File: config.mk
export PLATFORM = sky130hd
export DESIGN_NAME = bms_frame_sync_and_cell_assembly_top
export DESIGN_NICKNAME = d
export VERILOG_FILES = /design/src/rtl/bmsfs_pkg.sv /design/src/rtl/bmsfs_front.sv /design/src/rtl/bmsfs_cmdq.sv /design/src/rtl/bmsfs_back.sv /design/src/rtl/bms_frame_sync_and_cell_assembly_top.sv
export SDC_FILE = /design/constraint.sdc
export NUM_CORES = 1
export LEC_CHECK = 0
export BUFFER_PORTS_ARGS = -buffer_cell sky130_fd_sc_hd__buf_2
export CORE_AREA = 2 2 230 232
export DETAILED_ROUTE_END_ITERATION = 10
export DIE_AREA = 0 0 232 234
export PLACE_DENSITY = 0.64
export REMOVE_ABC_BUFFERS = 1
export SYNTH_ARGS = -nofsm -noshare
export SYNTH_HDL_FRONTEND = slang
export SYNTH_SLANG_ARGS = --single-unit
File: constraint.sdc
create_clock -name i_clk -period 7.95 [get_ports i_clk]
set_input_delay 0 -clock i_clk [delete_from_list [all_inputs] [get_ports i_clk]]
set_output_delay 0 -clock i_clk [all_outputs]
set_load 0.02 [all_outputs]
File: src/rtl/bmsfs_pkg.sv
// Shared types, constants and helpers for the frame sync and cell assembly block.
// No dependencies; imported by every module of the block.
package bmsfs_pkg;

    localparam int FRAME_BYTES    = 13;
    localparam int WIN_KEEP       = FRAME_BYTES - 1;
    localparam int MAX_SLOTS      = 16;
    localparam int MAX_CELL_COUNT = 48;
    localparam int NUM_PAY        = 8;
    localparam int PAY_OFS        = 4;
    localparam int CMD_OFS        = 2;

    localparam logic [7:0] SYNC_BYTE      = 8'hA5;
    localparam logic [7:0] CMD_STATUS     = 8'h94;
    localparam logic [7:0] CMD_CELLS      = 8'h95;
    localparam logic [5:0] FALLBACK_CELLS = 6'd8;
    localparam logic [4:0] RESET_FRAMES   = 5'd3;

    typedef enum logic [2:0] {
        CS_NONE      = 3'd0,
        CS_ACCEPTED  = 3'd1,
        CS_RANGE     = 3'd2,
        CS_ASSEMBLED = 3'd3,
        CS_DUP       = 3'd4
    } t_cell_status;

    // front -> back: either a validated frame or a request marker
    typedef struct packed {
        logic                    is_req;
        logic [7:0]              fcmd;
        logic [NUM_PAY-1:0][7:0] pay;
    } t_cmd_entry;

    typedef struct packed {
        logic [7:0]              fcmd;
        logic [NUM_PAY-1:0][7:0] pay;
        t_cell_status            status;
        logic [3:0]              slot;
        logic                    complete;
    } t_result;

    // ceil(n/3) for n <= 63: floor(m/3) == (m*171) >> 9 for m < 256
    function automatic logic [4:0] ceil_third(input logic [5:0] n);
        logic [7:0]  m;
        logic [15:0] p;
        m = {2'b00, n} + 8'd2;
        p = {8'd0, m} * 16'd171;
        return p[13:9];
    endfunction

endpackage

File: src/rtl/bmsfs_front.sv
// Front end: 12-byte receive window for 13-byte frames, running checksum and sync check.
// Emits validated frames and request markers into the command queue. Uses bmsfs_pkg.
module bmsfs_front (
    input  logic                  i_clk,
    input  logic                  i_rst_n,
    input  logic                  i_accept,
    input  logic                  i_cmd,
    input  logic [7:0]            i_rx_byte,
    output logic                  o_wr,
    output bmsfs_pkg::t_cmd_entry o_entry
);
    import bmsfs_pkg::*;

    logic [7:0] r_win [WIN_KEEP];
    logic [3:0] r_fill;
    logic [7:0] r_sum;   // sum of bytes held in the window
    logic [3:0] n_fill;
    logic [7:0] n_sum;
    logic       win_full;
    logic       frame_ok;
    logic       take_byte;

    // byte 12 (checksum) is never stored; it is compared on arrival
    assign win_full  = (r_fill == 4'(WIN_KEEP));
    assign frame_ok  = win_full && (r_win[0] == SYNC_BYTE) && (r_sum == i_rx_byte);
    assign take_byte = i_accept && !i_cmd;
    assign o_wr      = i_accept && (i_cmd || frame_ok);

    always_comb begin
        o_entry.is_req = i_cmd;
        o_entry.fcmd   = r_win[CMD_OFS];
        for (int k = 0; k < NUM_PAY; k++) begin
            o_entry.pay[k] = r_win[PAY_OFS + k];
        end
    end

    always_comb begin
        n_fill = r_fill;
        n_sum  = r_sum;
        if (take_byte) begin
            if (!win_full) begin
                n_fill = r_fill + 4'd1;
                n_sum  = r_sum + i_rx_byte;
            end else if (frame_ok) begin
                n_fill = '0;
                n_sum  = '0;
            end else begin
                n_sum = r_sum - r_win[0] + i_rx_byte;
            end
        end
    end

    always_ff @(posedge i_clk) begin
        if (!i_rst_n) begin
            r_fill <= '0;
            r_sum  <= '0;
        end else begin
            r_fill <= n_fill;
            r_sum  <= n_sum;
        end
    end

    always_ff @(posedge i_clk) begin
        if (take_byte) begin
            if (!win_full) begin
                r_win[r_fill] <= i_rx_byte;
            end else if (!frame_ok) begin
                // drop oldest word
                for (int k = 0; k < WIN_KEEP - 1; k++) begin
                    r_win[k] <= r_win[k + 1];
                end
                r_win[WIN_KEEP - 1] <= i_rx_byte;
            end
        end
    end

endmodule

File: src/rtl/bmsfs_cmdq.sv
// Two-entry queue between the front end and the assembly tracker.
// Uses bmsfs_pkg for the entry type.
module bmsfs_cmdq (
    input  logic                  i_clk,
    input  logic                  i_rst_n,
    input  logic                  i_wr,
    input  bmsfs_pkg::t_cmd_entry i_data,
    input  logic                  i_rd,
    output logic                  o_empty,
    output logic                  o_full,
    output bmsfs_pkg::t_cmd_entry o_data
);
    import bmsfs_pkg::*;

    t_cmd_entry r_mem [2];
    logic       r_wp;
    logic       r_rp;
    logic [1:0] r_cnt;
    logic       do_wr;
    logic       do_rd;

    assign o_empty = (r_cnt == 2'd0);
    assign o_full  = (r_cnt == 2'd2);
    assign o_data  = r_mem[r_rp];
    assign do_wr   = i_wr && !o_full;
    assign do_rd   = i_rd && !o_empty;

    always_ff @(posedge i_clk) begin
        if (!i_rst_n) begin
            r_wp  <= 1'b0;
            r_rp  <= 1'b0;
            r_cnt <= '0;
        end else begin
            if (do_wr) begin
                r_wp <= !r_wp;
            end
            if (do_rd) begin
                r_rp <= !r_rp;
            end
            r_cnt <= r_cnt + {1'b0, do_wr} - {1'b0, do_rd};
        end
    end

    always_ff @(posedge i_clk) begin
        if (do_wr) begin
            r_mem[r_wp] <= i_data;
        end
    end

endmodule

File: src/rtl/bmsfs_back.sv
// Back end: cell-voltage frame reassembly tracker and two-entry result queue.
// Consumes command queue entries; uses bmsfs_pkg.
module bmsfs_back (
    input  logic                  i_clk,
    input  logic                  i_rst_n,
    input  logic                  i_cfg_we,
    input  logic [5:0]            i_cfg_wdata,
    input  logic                  i_q_empty,
    input  bmsfs_pkg::t_cmd_entry i_q_data,
    output logic                  o_q_rd,
    input  logic                  i_pop,
    output logic                  o_empty,
    output bmsfs_pkg::t_result    o_res
);
    import bmsfs_pkg::*;

    logic [15:0] r_seen;
    logic        r_assembled;
    logic        r_base_known;
    logic        r_base_one;
    logic [4:0]  r_frames_needed;

    logic [15:0] n_seen;
    logic        n_assembled;
    logic        n_base_known;
    logic        n_base_one;
    logic [4:0]  n_frames_needed;

    t_result     r_oq [2];
    logic        r_owp;
    logic        r_orp;
    logic [1:0]  r_ocnt;

    t_result      res;
    logic         is_cells;
    logic         is_status;
    logic [7:0]   raw;
    logic [7:0]   idx;
    logic         base_one;
    logic [16:0]  mask_ext;
    logic [15:0]  mask;
    logic [5:0]   cfg_cells;
    logic         o_wr;
    logic         o_rd;

    assign o_q_rd  = !i_q_empty && (r_ocnt != 2'd2);
    assign o_wr    = o_q_rd && !i_q_data.is_req;
    assign o_rd    = i_pop && !o_empty;
    assign o_empty = (r_ocnt == 2'd0);
    assign o_res   = r_oq[r_orp];

    assign is_cells  = (i_q_data.fcmd == CMD_CELLS);
    assign is_status = (i_q_data.fcmd == CMD_STATUS);
    assign raw       = i_q_data.pay[0];
    assign base_one  = r_base_known ? r_base_one : (raw != 8'd0);
    assign idx       = raw - {7'd0, base_one};
    assign mask_ext  = (17'd1 << r_frames_needed) - 17'd1;
    assign mask      = mask_ext[15:0];

    always_comb begin
        if (i_cfg_wdata == 6'd0) begin
            cfg_cells = FALLBACK_CELLS;
        end else if (i_cfg_wdata > 6'(MAX_CELL_COUNT)) begin
            cfg_cells = 6'(MAX_CELL_COUNT);
        end else begin
            cfg_cells = i_cfg_wdata;
        end
    end

    always_comb begin
        n_seen          = r_seen;
        n_assembled     = r_assembled;
        n_base_known    = r_base_known;
        n_base_one      = r_base_one;
        n_frames_needed = r_frames_needed;
        res.fcmd        = i_q_data.fcmd;
        res.pay         = i_q_data.pay;
        res.status      = CS_NONE;
        res.slot        = '0;

        if (i_cfg_we) begin
            n_frames_needed = ceil_third(cfg_cells);
        end

        if (o_q_rd) begin
            if (i_q_data.is_req) begin
                n_seen       = '0;
                n_assembled  = 1'b0;
                n_base_known = 1'b0;
            end else if (is_status) begin
                if (raw >= 8'd1 && raw <= 8'(MAX_CELL_COUNT)) begin
                    n_frames_needed = ceil_third(raw[5:0]);
                    n_seen          = '0;
                    n_assembled     = 1'b0;
                end
            end else if (is_cells) begin
                n_base_known = 1'b1;
                n_base_one   = base_one;
                // raw below base wraps idx high, so one compare covers both range cases
                if (idx >= 8'(MAX_SLOTS)) begin
                    res.status = CS_RANGE;
                end else begin
                    res.slot = idx[3:0];
                    if (r_assembled) begin
                        res.status = CS_ASSEMBLED;
                    end else if (r_seen[idx[3:0]]) begin
                        res.status = CS_DUP;
                    end else begin
                        res.status = CS_ACCEPTED;
                        n_seen     = r_seen | (16'd1 << idx[3:0]);
                        if ((n_seen & mask) == mask) begin
                            n_assembled = 1'b1;
                        end
                    end
                end
            end
        end
        res.complete = n_assembled;
    end

    always_ff @(posedge i_clk) begin
        if (!i_rst_n) begin
            r_seen          <= '0;
            r_assembled     <= 1'b0;
            r_base_known    <= 1'b0;
            r_base_one      <= 1'b0;
            r_frames_needed <= RESET_FRAMES;
            r_owp           <= 1'b0;
            r_orp           <= 1'b0;
            r_ocnt          <= '0;
        end else begin
            r_seen          <= n_seen;
            r_assembled     <= n_assembled;
            r_base_known    <= n_base_known;
            r_base_one      <= n_base_one;
            r_frames_needed <= n_frames_needed;
            if (o_wr) begin
                r_owp <= !r_owp;
            end
            if (o_rd) begin
                r_orp <= !r_orp;
            end
            r_ocnt <= r_ocnt + {1'b0, o_wr} - {1'b0, o_rd};
        end
    end

    always_ff @(posedge i_clk) begin
        if (o_wr) begin
            r_oq[r_owp] <= res;
        end
    end

endmodule

File: src/rtl/bms_frame_sync_and_cell_assembly_top.sv
// Serial frame sync and cell-voltage assembly. A received byte (or request
// marker) is accepted every cycle while full is low. The front end keeps a
// 12-byte window with a running 8-bit sum, so a frame is validated in the cycle
// its checksum byte arrives; validated frames and request markers pass through
// a two-entry queue to the assembly tracker, which handles one entry per cycle
// while its two-entry result queue is not full. Entries are registered in the
// command queue and results in the result queue; results are popped like a
// FIFO. Depends on bmsfs_pkg, bmsfs_front, bmsfs_cmdq and bmsfs_back.
module bms_frame_sync_and_cell_assembly_top (
    input  logic        i_clk,
    input  logic        i_rst_n,
    input  logic        i_cfg_we,
    input  logic [5:0]  i_cfg_wdata,
    input  logic        push,
    output logic        full,
    input  logic        i_cmd,
    input  logic [7:0]  i_rx_byte,
    output logic        empty,
    input  logic        pop,
    output logic [7:0]  o_frame_cmd,
    output logic [7:0]  o_pay0,
    output logic [7:0]  o_pay1,
    output logic [7:0]  o_pay2,
    output logic [7:0]  o_pay3,
    output logic [7:0]  o_pay4,
    output logic [7:0]  o_pay5,
    output logic [7:0]  o_pay6,
    output logic [7:0]  o_pay7,
    output logic [2:0]  o_cell_status,
    output logic [3:0]  o_cell_slot,
    output logic        o_cells_complete
);
    import bmsfs_pkg::*;

    logic       accept;
    logic       q_wr;
    logic       q_rd;
    logic       q_empty;
    t_cmd_entry q_in;
    t_cmd_entry q_out;
    t_result    res;

    assign accept = push && !full;

    bmsfs_front u_front (
        .i_clk     (i_clk),
        .i_rst_n   (i_rst_n),
        .i_accept  (accept),
        .i_cmd     (i_cmd),
        .i_rx_byte (i_rx_byte),
        .o_wr      (q_wr),
        .o_entry   (q_in)
    );

    bmsfs_cmdq u_cmdq (
        .i_clk   (i_clk),
        .i_rst_n (i_rst_n),
        .i_wr    (q_wr),
        .i_data  (q_in),
        .i_rd    (q_rd),
        .o_empty (q_empty),
        .o_full  (full),
        .o_data  (q_out)
    );

    bmsfs_back u_back (
        .i_clk       (i_clk),
        .i_rst_n     (i_rst_n),
        .i_cfg_we    (i_cfg_we),
        .i_cfg_wdata (i_cfg_wdata),
        .i_q_empty   (q_empty),
        .i_q_data    (q_out),
        .o_q_rd      (q_rd),
        .i_pop       (pop),
        .o_empty     (empty),
        .o_res       (res)
    );

    assign o_frame_cmd      = res.fcmd;
    assign o_pay0           = res.pay[0];
    assign o_pay1           = res.pay[1];
    assign o_pay2           = res.pay[2];
    assign o_pay3           = res.pay[3];
    assign o_pay4           = res.pay[4];
    assign o_pay5           = res.pay[5];
    assign o_pay6           = res.pay[6];
    assign o_pay7           = res.pay[7];
    assign o_cell_status    = res.status;
    assign o_cell_slot      = res.slot;
    assign o_cells_complete = res.complete;

endmodule

==> metrics.txt <==
antenna diode count=0; unrepaired setup endpoints after global routing=false; min Tclk post-route=6.071 ns; internal power=between 4000 and 5000 µW; WP data required=8.47 ns; clk sinks=~450; First DRT Iteration DRCs=roughly 760; HPWL after detailed placement=between 20 and 30 mm; die width=232 µm; CP cell instances=mux2i_1 -> inv_1 -> ha_1 -> nand3_1 -> xnor2_1 -> ha_1 -> inv_1 -> fa_1 -> inv_1 -> fa_1 -> inv_1 -> fa_1 -> inv_1 -> ha_1 -> or4_1 -> nor2_1 -> a21oi_1 -> o211ai_1 -> mux2i_1 -> nor2_1 -> a311oi_1 -> dlygate4sd3_1; Setup-failing EPs final=0; final hold vios=0; IO Count=102; routed vias=11760; status=completed; Worst EP arrival=roughly 6.6 ns; PD cells=319.6 nW/µm²; wire per inst=about 19 µm; Skew-Pair Late Insertion Delay=~0.58 ns; Worst Skew=between 0.015 and 0.02 ns; FILL cells=4549; area of the mapped netlist=~21000 µm²; Least-Margin Pin Slew=1.221 ns; most frequent cells in the layout=edfxtp_1 (402), mux2_2 (148), buf_2 (101), a21o_1 (96); startpoint class of the critical path=flip-flop; Synth Area per Inst=~15 µm²; max_slew headroom=a little under a fifth; Net Sw Frac=around 33%; Layout Area Growth over Synthesis=13.17%; DR pass1 iterations=5; Hold Path Class=in -> reg; ratio of final minimum period to clock period=between 70% and 80%; largest net degree at the start of global routing=74; final antenna-violating net count=0; clock-pin transition on the worst setup and hold timing paths=about 0.06 ns; gpl congestion=0.8643; Max VDD drop=~0.17 mV; P_sw=around 2500 µW; post-cts resize count=0; clock network power share=around a quarter; final WL=43.28 mm; synth unique cells=79; Core Footprint=52020 µm²; CTS tree=yes; CP max stage cell=dlygate4sd3_1; vias in the first global route=11640; Seq pwr share=40.3%; total CTS buffers=45; initial antenna violation count=0; Slew Limit Fails=0; sequential share of the synthesized area=between 60% and 70%; Synth Flop Type=edfxtp_1; commonest non-fill, non-tap cell in the layout=edfxtp_1; GRT Util Overall=~16%; max frequency=around 160 MHz; Nets=1669; Post-Syn Instances=around 1400; root buffer cell=clkbuf_16; combinational power share=about a third; critical path fanouts, max=14; Clock Path Buffers=3; htree depth=2; DP Area=around 22000 µm²; full die area=between 50000 and 60000 µm²; P_leak=slightly below 0.009 µW; Synth Warn #=0; worst setup path class=reg -> reg; CP max stage delay=0.57 ns; CP Capture Type=flip-flop; ratio of cells with drive above 1 in the final layout=between 20% and 30%; Post-synth ARST share=0%; DR DRC count=0; Die Height=roughly 230 µm; row count=84; final instance area=between 20000 and 25000 µm²; FF+latch count, synth=roughly 450; Starting Density=~40%; vias per cell=5.233; first-pass GRT wire length=between 60 and 70 mm; Post-synth EDFFs=402; Max Cap Viol=0; PortBufs=101; final setup TNS=0 ns; Top cell by count, worst path=inv_1; final global-route overflow total=0
[worst paths after layout]
kind                          endpoint  slack (ns)  cells past startpoint            startpoint
max          u_back.r_frames_needed[4]        1.88                     22             flip-flop
min                   u_front.r_sum[6]        0.09                      4                  push
max reg2reg  u_back.r_frames_needed[4]        1.88                     22             flip-flop
min reg2reg        u_cmdq.r_mem[0][50]        0.48                      0  u_front.r_win[10][2]
[per-layer routing]
| layer | global-route usage [%] | wire length (µm) |
|---|---|---|
| met5 | 0 | 0 |
| met4 | 4.968 | 1108 |
| met3 | 2.505 | 1996 |
| met2 | 26.12 | 20520 |
| met1 | 21.78 | 19660 |
[metrics by stage]
step	total power [µW]	setup WS, ns	hold slack (ns)	std cells	utilization, %
after detailed placement	5582	2.371	0.2642	2156	41.99
after floorplan	4905	0.7824	0.07623	1354	-
after global placement	5533	2.473	0.2607	2156	41.99
after CTS	7539	1.823	0.05754	2248	44.79
final	7448	1.879	0.09455	2248	44.79
after global routing	7909	1.427	0.1327	2248	44.79
[area by class of cell]
type | count | area (µm²) | area share [%]
inverters | 97 | 364.1 | 1.563
well taps | 688 | 860.8 | 3.694
multi-input cells | 809 | 7019 | 30.12
clock buffers | 58 | 1175 | 5.042
clock inverters | 21 | 150.1 | 0.6443
repair buffers | 127 | 733.2 | 3.146
flip-flops and latches | 448 | 13000 | 55.79
[worst max-delay path: cells and delay by family, from the launching register on]
family | cells | cell delay (ns)
adders and majority gates | 6 | 2.17
AOI/OAI and AO/OA | 3 | 0.62
muxes | 2 | 0.74
and+or+nand+nor | 4 | 0.77
DFF | 1 | 0.48
xor gates and xnor gates | 1 | 0.30
buffers and inverters | 6 | 0.92
[synthesized netlist by cell type (9+ instances only)]
cell type	instances	area (µm²)
a211oi_1	14	105.1
a21o_1	96	720.7
a21oi_1	43	215.2
a31oi_1	9	56.30
buf_2	11	55.05
clkbuf_1	44	165.2
dfxtp_1	46	920.9
edfxtp_1	402	12070
fa_1	26	520.5
ha_1	95	1189
inv_1	95	356.6
mux2_2	148	1667
mux2i_1	10	100.1
nand2_1	43	161.4
nand3_1	19	95.09
nor2_1	72	270.3
nor2b_1	19	118.9
nor3_1	18	90.09
o21ai_0	21	105.1
xnor2_1	28	245.2
[power by group through the flow]
stage / combinational, µW / clock [µW] / sequential, µW
2_1_floorplan: 1820 / 0 / 3090
3_3_place_gp: 2490 / 0 / 3040
3_5_place_dp: 2530 / 0 / 3050
4_1_cts: 2560 / 1980 / 3000
5_1_grt: 2810 / 2070 / 3030
6_report: 2520 / 1930 / 3000
[flip-flops by register name (all words and copies together), names as in the netlist, 2 cells and up, named ones only]
register,count
u_front.r_win,96
u_cmdq.r_mem,146
u_back.r_frames_needed,5
u_front.r_fill,4
u_back.r_seen,16
u_back.r_oq,160
u_back.r_ocnt,2
u_front.r_sum,8
u_cmdq.r_cnt,2
[timing repair]
item / CTS / global route
endpoints found under the hold margin: 26 / 0
hold buffers: 13 / 0
setup buffers: 0 / 0
[cells by family after synthesis]
kind of cell | Yosys count | share of synthesized area (%)
flops | 448 | 63.10
compound gates | 245 | 8.356
simple gates | 238 | 6.144
mux | 167 | 9.437
buf+inv | 155 | 2.984
fa+ha+maj | 121 | 8.301
xor+xnor | 36 | 1.659
other cells | 1 | 0.01821
No activity file was read; power rests on OpenSTA's default activity.
